`config.mk`:
```
export PLATFORM = sky130hd
export DESIGN_NAME = epoch_seconds_to_datetime_core
export DESIGN_NICKNAME = d
export VERILOG_FILES = /design/src/esdt_pkg.sv /design/src/epoch_seconds_to_datetime_core.sv /design/src/esdt_div.sv
export SDC_FILE = /design/constraint.sdc
export NUM_CORES = 2
export LEC_CHECK = 0
export ABC_AREA = 1
export BUFFER_PORTS_ARGS = -buffer_cell sky130_fd_sc_hd__buf_2
export CAP_MARGIN = 20
export CORE_UTILIZATION = 31
export DETAILED_ROUTE_END_ITERATION = 8
export PLACE_DENSITY = 0.56
export SLEW_MARGIN = 10
export SYNTH_ARGS = -nofsm -noshare
export SYNTH_HDL_FRONTEND = slang
export SYNTH_SLANG_ARGS = --single-unit
```
`constraint.sdc`:
```
create_clock -name clk -period 14.8 [get_ports clk]
set_input_delay 0.74 -clock clk [delete_from_list [all_inputs] [get_ports clk]]
set_output_delay 0.74 -clock clk [all_outputs]
set_load 0.05 [all_outputs]
```
`src/esdt_pkg.sv`:
```
package esdt_pkg;

  // Fixed widths of the datapath
  localparam int unsigned SecsW    = 32;
  localparam int unsigned DivisorW = 17;
  localparam int unsigned RemW     = 17;
  localparam int unsigned QuoW     = 16;
  localparam int unsigned DaysW    = 16;
  localparam int unsigned YearW    = 12;

  // Time constants
  localparam logic [DivisorW-1:0] SECS_PER_DAY  = 17'd86400;
  localparam logic [DivisorW-1:0] SECS_PER_HOUR = 17'd3600;
  localparam logic [DivisorW-1:0] SECS_PER_MIN  = 17'd60;

  // Reciprocals floor(2^32 / divisor); the estimate is at most one short
  localparam logic [SecsW-1:0] RCP_PER_DAY  = 32'd49710;
  localparam logic [SecsW-1:0] RCP_PER_HOUR = 32'd1193046;
  localparam logic [SecsW-1:0] RCP_PER_MIN  = 32'd71582788;

  // Calendar constants
  localparam logic [YearW-1:0] FIRST_YEAR     = 12'd1970;
  localparam logic [6:0]       FIRST_YEAR_M100 = 7'd70;
  localparam logic [8:0]       FIRST_YEAR_M400 = 9'd370;
  localparam logic [6:0]       CENTURY         = 7'd100;
  localparam logic [8:0]       QUAD_CENTURY    = 9'd400;
  localparam logic [8:0]       YEAR_LEN        = 9'd365;
  localparam logic [8:0]       LEAP_YEAR_LEN   = 9'd366;
  localparam logic [3:0]       JANUARY         = 4'd1;
  localparam logic [3:0]       FEBRUARY        = 4'd2;
  localparam logic [3:0]       DECEMBER        = 4'd12;

  // Sequencer states
  typedef enum logic [2:0] {
    S_IDLE,
    S_DAY,
    S_HOUR,
    S_MIN,
    S_YEAR,
    S_MONTH,
    S_DONE
  } state_t;

  // Divider phases
  typedef enum logic [1:0] {
    D_IDLE,
    D_EST,
    D_REM,
    D_FIX
  } div_phase_t;

  // Request to the shared divider
  typedef struct packed {
    logic                start;
    logic [SecsW-1:0]    dividend;
    logic [DivisorW-1:0] divisor;
    logic [SecsW-1:0]    recip;
  } div_req_t;

  // Response from the shared divider
  typedef struct packed {
    logic            done;
    logic [QuoW-1:0] quo;
    logic [RemW-1:0] rem;
  } div_rsp_t;

  // Days in month m, February follows the leap flag
  function automatic logic [4:0] month_len(input logic [3:0] m, input logic leap);
    logic [4:0] len;
    len = 5'd31;
    if (m == FEBRUARY) begin
      len = leap ? 5'd29 : 5'd28;
    end else if (m inside {4'd4, 4'd6, 4'd9, 4'd11}) begin
      len = 5'd30;
    end
    return len;
  endfunction

endpackage

```
`src/epoch_seconds_to_datetime_core.sv`:
```
// One request in flight at a time.
// Three passes of the shared divide-by-constant unit (reciprocal multiply, multiply back,
// fix up) split seconds into days, hours, minutes and seconds; then one year per cycle
// and one month per cycle are peeled off the day count.
// A new request is taken while a result waits in the output register.
// Reset: rst_n synchronous, active low; clears the sequencer and result valid.
module epoch_seconds_to_datetime_core
  import esdt_pkg::*;
(
  input  logic        clk,
  input  logic        rst_n,
  input  logic        in_valid,
  output logic        in_stall,
  input  logic [31:0] in_epoch_seconds,
  output logic        out_valid,
  input  logic        out_stall,
  output logic [11:0] out_year_out,
  output logic [3:0]  out_month_out,
  output logic [4:0]  out_day_out,
  output logic [4:0]  out_hour_out,
  output logic [5:0]  out_minute_out,
  output logic [5:0]  out_second_out
);

  state_t          state_r, state_nxt;
  logic [DaysW-1:0] days_r,  days_nxt;
  logic [YearW-1:0] year_r,  year_nxt;
  logic [6:0]       m100_r,  m100_nxt;
  logic [8:0]       m400_r,  m400_nxt;
  logic [3:0]       month_r, month_nxt;
  logic [4:0]       hour_r,  hour_nxt;
  logic [5:0]       min_r,   min_nxt;
  logic [5:0]       sec_r,   sec_nxt;
  logic             ovld_r,  ovld_nxt;
  logic [11:0]      oyear_r;
  logic [3:0]       omonth_r;
  logic [4:0]       oday_r;
  logic [4:0]       ohour_r;
  logic [5:0]       omin_r;
  logic [5:0]       osec_r;

  div_req_t   div_req;
  div_rsp_t   div_rsp;
  logic       in_acc;
  logic       out_free;
  logic       leap;
  logic [8:0] ylen;
  logic [4:0] mlen;
  logic       year_more;
  logic       month_more;

  esdt_div u_div (
    .clk  (clk),
    .rst_n(rst_n),
    .req  (div_req),
    .rsp  (div_rsp)
  );

  assign in_stall = (state_r != S_IDLE);
  assign in_acc   = in_valid && !in_stall;
  assign out_free = !ovld_r || !out_stall;

  // Leap flag of the current year from running residues
  assign leap       = (m400_r == '0) || ((year_r[1:0] == 2'b00) && (m100_r != '0));
  assign ylen       = leap ? LEAP_YEAR_LEN : YEAR_LEN;
  assign mlen       = month_len(month_r, leap);
  assign year_more  = (days_r > {7'b0, ylen});
  assign month_more = (days_r > {11'b0, mlen}) && (month_r != DECEMBER);

  // Next state
  always_comb begin
    state_nxt = state_r;
    case (state_r)
      S_IDLE:  if (in_acc) state_nxt = S_DAY;
      S_DAY:   if (div_rsp.done) state_nxt = S_HOUR;
      S_HOUR:  if (div_rsp.done) state_nxt = S_MIN;
      S_MIN:   if (div_rsp.done) state_nxt = S_YEAR;
      S_YEAR:  if (!year_more) state_nxt = S_MONTH;
      S_MONTH: if (!month_more) state_nxt = S_DONE;
      S_DONE:  if (out_free) state_nxt = S_IDLE;
      default: state_nxt = S_IDLE;
    endcase
  end

  // Divider requests
  always_comb begin
    div_req = '0;
    case (state_r)
      S_IDLE: begin
        div_req.start    = in_acc;
        div_req.dividend = in_epoch_seconds;
        div_req.divisor  = SECS_PER_DAY;
        div_req.recip    = RCP_PER_DAY;
      end
      S_DAY: begin
        div_req.start    = div_rsp.done;
        div_req.dividend = {15'b0, div_rsp.rem};
        div_req.divisor  = SECS_PER_HOUR;
        div_req.recip    = RCP_PER_HOUR;
      end
      S_HOUR: begin
        div_req.start    = div_rsp.done;
        div_req.dividend = {20'b0, div_rsp.rem[11:0]};
        div_req.divisor  = SECS_PER_MIN;
        div_req.recip    = RCP_PER_MIN;
      end
      default: div_req = '0;
    endcase
  end

  // Datapath updates
  always_comb begin
    days_nxt  = days_r;
    year_nxt  = year_r;
    m100_nxt  = m100_r;
    m400_nxt  = m400_r;
    month_nxt = month_r;
    hour_nxt  = hour_r;
    min_nxt   = min_r;
    sec_nxt   = sec_r;
    ovld_nxt  = ovld_r && out_stall;
    case (state_r)
      S_DAY: begin
        // One-based day number
        if (div_rsp.done) days_nxt = div_rsp.quo + 1'b1;
      end
      S_HOUR: begin
        if (div_rsp.done) hour_nxt = div_rsp.quo[4:0];
      end
      S_MIN: begin
        if (div_rsp.done) begin
          min_nxt  = div_rsp.quo[5:0];
          sec_nxt  = div_rsp.rem[5:0];
          year_nxt = FIRST_YEAR;
          m100_nxt = FIRST_YEAR_M100;
          m400_nxt = FIRST_YEAR_M400;
        end
      end
      S_YEAR: begin
        // Drop one whole year per cycle
        if (year_more) begin
          days_nxt = days_r - {7'b0, ylen};
          year_nxt = year_r + 1'b1;
          m100_nxt = (m100_r == CENTURY - 1'b1) ? '0 : m100_r + 1'b1;
          m400_nxt = (m400_r == QUAD_CENTURY - 1'b1) ? '0 : m400_r + 1'b1;
        end else begin
          month_nxt = JANUARY;
        end
      end
      S_MONTH: begin
        // Drop one whole month per cycle
        if (month_more) begin
          days_nxt  = days_r - {11'b0, mlen};
          month_nxt = month_r + 1'b1;
        end
      end
      S_DONE: begin
        if (out_free) ovld_nxt = 1'b1;
      end
      default: ;
    endcase
  end

  always_ff @(posedge clk) begin
    if (!rst_n) begin
      state_r <= S_IDLE;
      ovld_r  <= 1'b0;
    end else begin
      state_r <= state_nxt;
      ovld_r  <= ovld_nxt;
    end
    days_r  <= days_nxt;
    year_r  <= year_nxt;
    m100_r  <= m100_nxt;
    m400_r  <= m400_nxt;
    month_r <= month_nxt;
    hour_r  <= hour_nxt;
    min_r   <= min_nxt;
    sec_r   <= sec_nxt;
  end

  // Hold the result in the output register until taken
  always_ff @(posedge clk) begin
    if (state_r == S_DONE && out_free) begin
      oyear_r  <= year_r;
      omonth_r <= month_r;
      oday_r   <= days_r[4:0];
      ohour_r  <= hour_r;
      omin_r   <= min_r;
      osec_r   <= sec_r;
    end
  end

  assign out_valid      = ovld_r;
  assign out_year_out   = oyear_r;
  assign out_month_out  = omonth_r;
  assign out_day_out    = oday_r;
  assign out_hour_out   = ohour_r;
  assign out_minute_out = omin_r;
  assign out_second_out = osec_r;

`ifndef SYNTHESIS
  a_accept_starts: assert property (@(posedge clk) disable iff (!rst_n)
    in_acc |=> (state_r == S_DAY))
    else $error("accepted request did not start the day division");
  a_days_nonzero: assert property (@(posedge clk) disable iff (!rst_n)
    (state_r == S_YEAR || state_r == S_MONTH) |-> (days_r != '0))
    else $error("day count fell to zero");
  a_month_range: assert property (@(posedge clk) disable iff (!rst_n)
    (state_r == S_MONTH) |-> (month_r >= JANUARY && month_r <= DECEMBER))
    else $error("month walk left the year");
  a_day_fits: assert property (@(posedge clk) disable iff (!rst_n)
    (state_r == S_DONE) |-> (days_r <= {11'b0, mlen}))
    else $error("day of month exceeds month length");
`endif

endmodule

```
`src/esdt_div.sv`:
```
module esdt_div
  import esdt_pkg::*;
(
  input  logic     clk,
  input  logic     rst_n,
  input  div_req_t req,
  output div_rsp_t rsp
);

  div_phase_t          phase_r, phase_nxt;
  logic                done_r,  done_nxt;
  logic [SecsW-1:0]    dvd_r,   dvd_nxt;
  logic [DivisorW-1:0] dvsr_r,  dvsr_nxt;
  logic [SecsW-1:0]    rcp_r,   rcp_nxt;
  logic [QuoW-1:0]     quo_r,   quo_nxt;
  logic [RemW:0]       rem_r,   rem_nxt;
  logic [SecsW-1:0]    mul_a;
  logic [SecsW-1:0]    mul_b;
  logic [2*SecsW-1:0]  prod;
  logic [SecsW-1:0]    diff;
  logic                over;

  // Share one 32x32 multiplier: reciprocal estimate first, then multiply back
  assign mul_a = (phase_r == D_EST) ? dvd_r : {{(SecsW-QuoW){1'b0}}, quo_r};
  assign mul_b = (phase_r == D_EST) ? rcp_r : {{(SecsW-DivisorW){1'b0}}, dvsr_r};
  assign prod  = {{SecsW{1'b0}}, mul_a} * {{SecsW{1'b0}}, mul_b};
  assign diff  = dvd_r - prod[SecsW-1:0];
  assign over  = (rem_r >= {1'b0, dvsr_r});

  // Next phase
  always_comb begin
    phase_nxt = phase_r;
    case (phase_r)
      D_IDLE:  if (req.start) phase_nxt = D_EST;
      D_EST:   phase_nxt = D_REM;
      D_REM:   phase_nxt = D_FIX;
      D_FIX:   phase_nxt = D_IDLE;
      default: phase_nxt = D_IDLE;
    endcase
  end

  // Load on start, estimate, multiply back, then fix up by one step
  always_comb begin
    done_nxt = 1'b0;
    dvd_nxt  = dvd_r;
    dvsr_nxt = dvsr_r;
    rcp_nxt  = rcp_r;
    quo_nxt  = quo_r;
    rem_nxt  = rem_r;
    case (phase_r)
      D_IDLE: begin
        if (req.start) begin
          dvd_nxt  = req.dividend;
          dvsr_nxt = req.divisor;
          rcp_nxt  = req.recip;
        end
      end
      D_EST: begin
        // Floor estimate, never above the true quotient
        quo_nxt = prod[SecsW +: QuoW];
      end
      D_REM: begin
        rem_nxt = diff[RemW:0];
      end
      D_FIX: begin
        // Fold in the one step the estimate may miss
        if (over) begin
          quo_nxt = quo_r + 1'b1;
          rem_nxt = rem_r - {1'b0, dvsr_r};
        end
        done_nxt = 1'b1;
      end
      default: ;
    endcase
  end

  always_ff @(posedge clk) begin
    if (!rst_n) begin
      phase_r <= D_IDLE;
      done_r  <= 1'b0;
    end else begin
      phase_r <= phase_nxt;
      done_r  <= done_nxt;
    end
    dvd_r  <= dvd_nxt;
    dvsr_r <= dvsr_nxt;
    rcp_r  <= rcp_nxt;
    quo_r  <= quo_nxt;
    rem_r  <= rem_nxt;
  end

  assign rsp.done = done_r;
  assign rsp.quo  = quo_r;
  assign rsp.rem  = rem_r[RemW-1:0];

`ifndef SYNTHESIS
  a_no_start_busy: assert property (@(posedge clk) disable iff (!rst_n)
    req.start |-> (phase_r == D_IDLE))
    else $error("divider started while busy");
  a_done_idle: assert property (@(posedge clk) disable iff (!rst_n)
    done_r |-> (phase_r == D_IDLE))
    else $error("divider done while still busy");
  a_est_close: assert property (@(posedge clk) disable iff (!rst_n)
    (phase_r == D_FIX) |-> (rem_r < {dvsr_r, 1'b0}))
    else $error("quotient estimate more than one short");
  a_rem_bound: assert property (@(posedge clk) disable iff (!rst_n)
    done_r |-> (rem_r < {1'b0, dvsr_r}))
    else $error("remainder not below divisor");
  a_done_after_fix: assert property (@(posedge clk) disable iff (!rst_n)
    (phase_r == D_FIX) |=> done_r)
    else $error("divider missed its done pulse");
`endif

endmodule

```
==> impl_metrics.tcl <==
set metrics [dict create \
    status "completed" \
    syn_area_um2 32300 \
    die_y_um 325 \
    slowest_stage "fa_1" \
    cp_max_fo 24 \
    r2r_end "u_div.rem_r[17]" \
    io_pins 76 \
    ys_ff_latch 183 \
    fin_hold_ws_ns 0.412 \
    synth_edf_count 176 \
    whs_path_depth 0 \
    gr-usage-all-layers 0.204 \
    r2r_slack_ns 5.55 \
    rr_startpoint "u_div.phase_r[1]" \
    antenna_cells 0 \
    synth-warning-count 0 \
    finalCritPeriodShare 0.625 \
    synth_ff_type "edfxtp_1" \
    cts_sinks 183 \
    first_iter_violations 2058 \
    row_count 117 \
    finalMaxSlewViolations 0 \
    initial_core_util 0.315 \
    relSlewSlack 0.245 \
    finalSetupViolCount 0 \
    cts_resized 0 \
    startpoint_type "register" \
    grt_use_met3 0.0311 \
    crit_arrival_ns 9.49 \
    htree_levels 4 \
    worst_pin_slew_ns 1.13 \
    viasPerCell 4.75 \
    cpLargestDelayFamily "adder cells" \
    setup-tns-final_ns 0 \
    clock_latency_ns 0.50 \
    worstPathRequired_ns 15.04 \
    syn_inst 3881 \
    area_delta_synth_final_pct 9.01 \
    syn_area_per_cell_um2 8.32 \
    grt_max_degree 40 \
    cts.clk_slew.worst_paths_ns 0.08 \
    rsz0062_at_grt "no" \
    fp.coreArea_um2 102000 \
    period_needed_ns 9.25 \
    fin_nets 4907 \
    gr-usage-met2 0.345 \
    cp-end-kind "register" \
    dieArea_um2 105000 \
    gr-total-overflow 0 \
    synthArstFlopShare 0 \
    min_to "out_second_out[5]" \
    die_w_um 325 \
    layout_setup_ws_ns 5.55 \
    max_stage_delay_ns 0.53 \
    holdCritStartpoint "sec_r[5]" \
    top_usage_layer "met2" \
    grt_pass1_wl_um 162000 \
    crit_type "reg -> reg" \
    use_met1 0.262 \
    finalClockSkew_ns 0.0155 \
    postCtsHoldBufs 0 \
    drcViolationCount 0 \
    port_buffers 75 \
    path_common_cell "inv_1" \
    ctsRootBufferMaster "clkbuf_16" \
    critPathBufInv 13 \
    drive_above_1_share 0.0481 \
    cts_tree "yes" \
    num_vias 25600 \
    cts_made_buffers 17 \
    grt_pass1_vias 26700 \
    hold_path.class "reg -> reg" \
    detailedPlace.worstSlack_ns 5.71 \
    finalHoldViolations 0 \
    ys_types 52 \
    post_cts_buffers 0 \
    hpwlAfterDp_um 90300 \
    ff2ff_path_depth 38 \
    drv_cap 0 \
    clock.fmax_ghz 0.108 \
    clockBufferDepth 2 \
    wl_um 105000 \
    gp_congestion 0.997 \
    seq_area_frac_synth 0.168 \
    antenna_found_initial 0 \
    ant_nets 0 \
    drt_pass1_iterations 7 \
    wl_per_cell_um 19.5 \
]
[worst max-delay path by stage]
stage / start / slack [ns] / cells after the start / endpoint
final: u_div.phase_r[1] / 5.55 / 38 / u_div.rem_r[17]
after global routing: u_div.phase_r[1] / 5.01 / 38 / u_div.rem_r[17]
after floorplan: u_div.phase_r[1] / 7.35 / 36 / u_div.rem_r[17]
after global placement: u_div.phase_r[1] / 5.76 / 38 / u_div.rem_r[17]
after CTS: u_div.phase_r[1] / 5.64 / 38 / u_div.rem_r[17]
after detailed placement: u_div.phase_r[1] / 5.71 / 38 / u_div.rem_r[17]
[cells in the mapped netlist, drive strengths merged, types with 9 or more instances]
cell / number / area share
nor2: 466 / 0.055
nand3: 145 / 0.023
inv: 1053 / 0.12
o21ai: 130 / 0.021
xnor2: 12 / 0.0033
nand2: 655 / 0.077
ha: 333 / 0.13
buf: 24 / 0.0038
nand4: 28 / 0.0054
a21oi: 126 / 0.020
o21bai: 9 / 0.0021
nor3: 39 / 0.0064
edfxtp: 176 / 0.16
fa: 539 / 0.33
clkbuf: 31 / 0.0036
xor2: 39 / 0.011
a22o: 10 / 0.0027
[area by class of cell]
cell class / instances / area (um2)
clock inverters: 15 / 196
multi-input cells: 2642 / 22900
flip-flops and latches: 183 / 5430
inverters: 1054 / 3960
fillers: 10900 / 67300
repair buffers: 101 / 583
clock buffers: 17 / 425
well taps: 1368 / 1710
[cells in the final DEF (no fill, tap or decap), types with 4 or more instances in the layout]
| cell type | netlist | routed |
|---|---|---|
| inv_2 | 23 | 24 |
| nor2_1 | 455 | 455 |
| o21ai_1 | 13 | 13 |
| nor2_2 | 9 | 9 |
| or2_2 | 6 | 6 |
| nand3b_1 | 8 | 8 |
| o211ai_1 | 7 | 7 |
| a21oi_1 | 123 | 122 |
| fa_1 | 539 | 539 |
| edfxtp_1 | 176 | 176 |
| nor4_1 | 4 | 4 |
| xor2_1 | 39 | 39 |
| o21ai_0 | 115 | 113 |
| ha_1 | 333 | 333 |
| a21o_1 | 4 | 4 |
| clkinv_8 | 0 | 5 |
| nor3_1 | 37 | 37 |
| buf_4 | 3 | 25 |
| nand2_1 | 650 | 650 |
| inv_1 | 1030 | 1029 |
| buf_2 | 16 | 75 |
| nand2_2 | 5 | 5 |
| nand3_1 | 143 | 143 |
| xnor2_1 | 12 | 12 |
| a22o_1 | 10 | 10 |
| conb_1 | 2 | 55 |
| nand4_1 | 28 | 28 |
| dfxtp_1 | 7 | 7 |
| o221ai_1 | 4 | 4 |
| clkbuf_16 | 0 | 17 |
| o21bai_1 | 9 | 9 |
[state kept, by name, summed over array words and instances (netlist names), 6 cells and up]
| register | flops |
|---|---|
| days_r | 16 |
| m100_r | 7 |
| m400_r | 9 |
| min_r | 6 |
| out_minute_out | 6 |
| out_second_out | 6 |
| out_year_out | 12 |
| sec_r | 6 |
| u_div.dvd_r | 32 |
| u_div.quo_r | 16 |
| u_div.rcp_r | 7 |
| u_div.rem_r | 18 |
| year_r | 12 |
[per-layer routing]
layer / up-vias / wire length [um]
met4: 0 / 4140
met5: - / 0
met1: 12600 / 44300
met3: 182 / 6500
met2: 882 / 50100
li1: 11900 / -
[cell families after synthesis]
kind of cell	Yosys count	synth area share
flip-flops	183	0.168
other	2	0.000233
AO/OA/AOI/OAI	308	0.0532
adder cells (fa/ha/maj)	872	0.463
buffers and inverters	1109	0.130
XOR/XNOR	51	0.0138
AND/OR/NAND/NOR	1356	0.171
[through the flow]
step,util,instances,cell area [um2]
floorplan,-,3934,32500
global placement,0.337,5347,34500
detailed placement,0.337,5347,34500
CTS,0.343,5379,35200
global route,0.343,5380,35200
finish,0.343,5380,35200
Power is left out: the tool's default activity adds up to more than one toggle a clock period on the data nets, which glitch-free logic cannot reach.
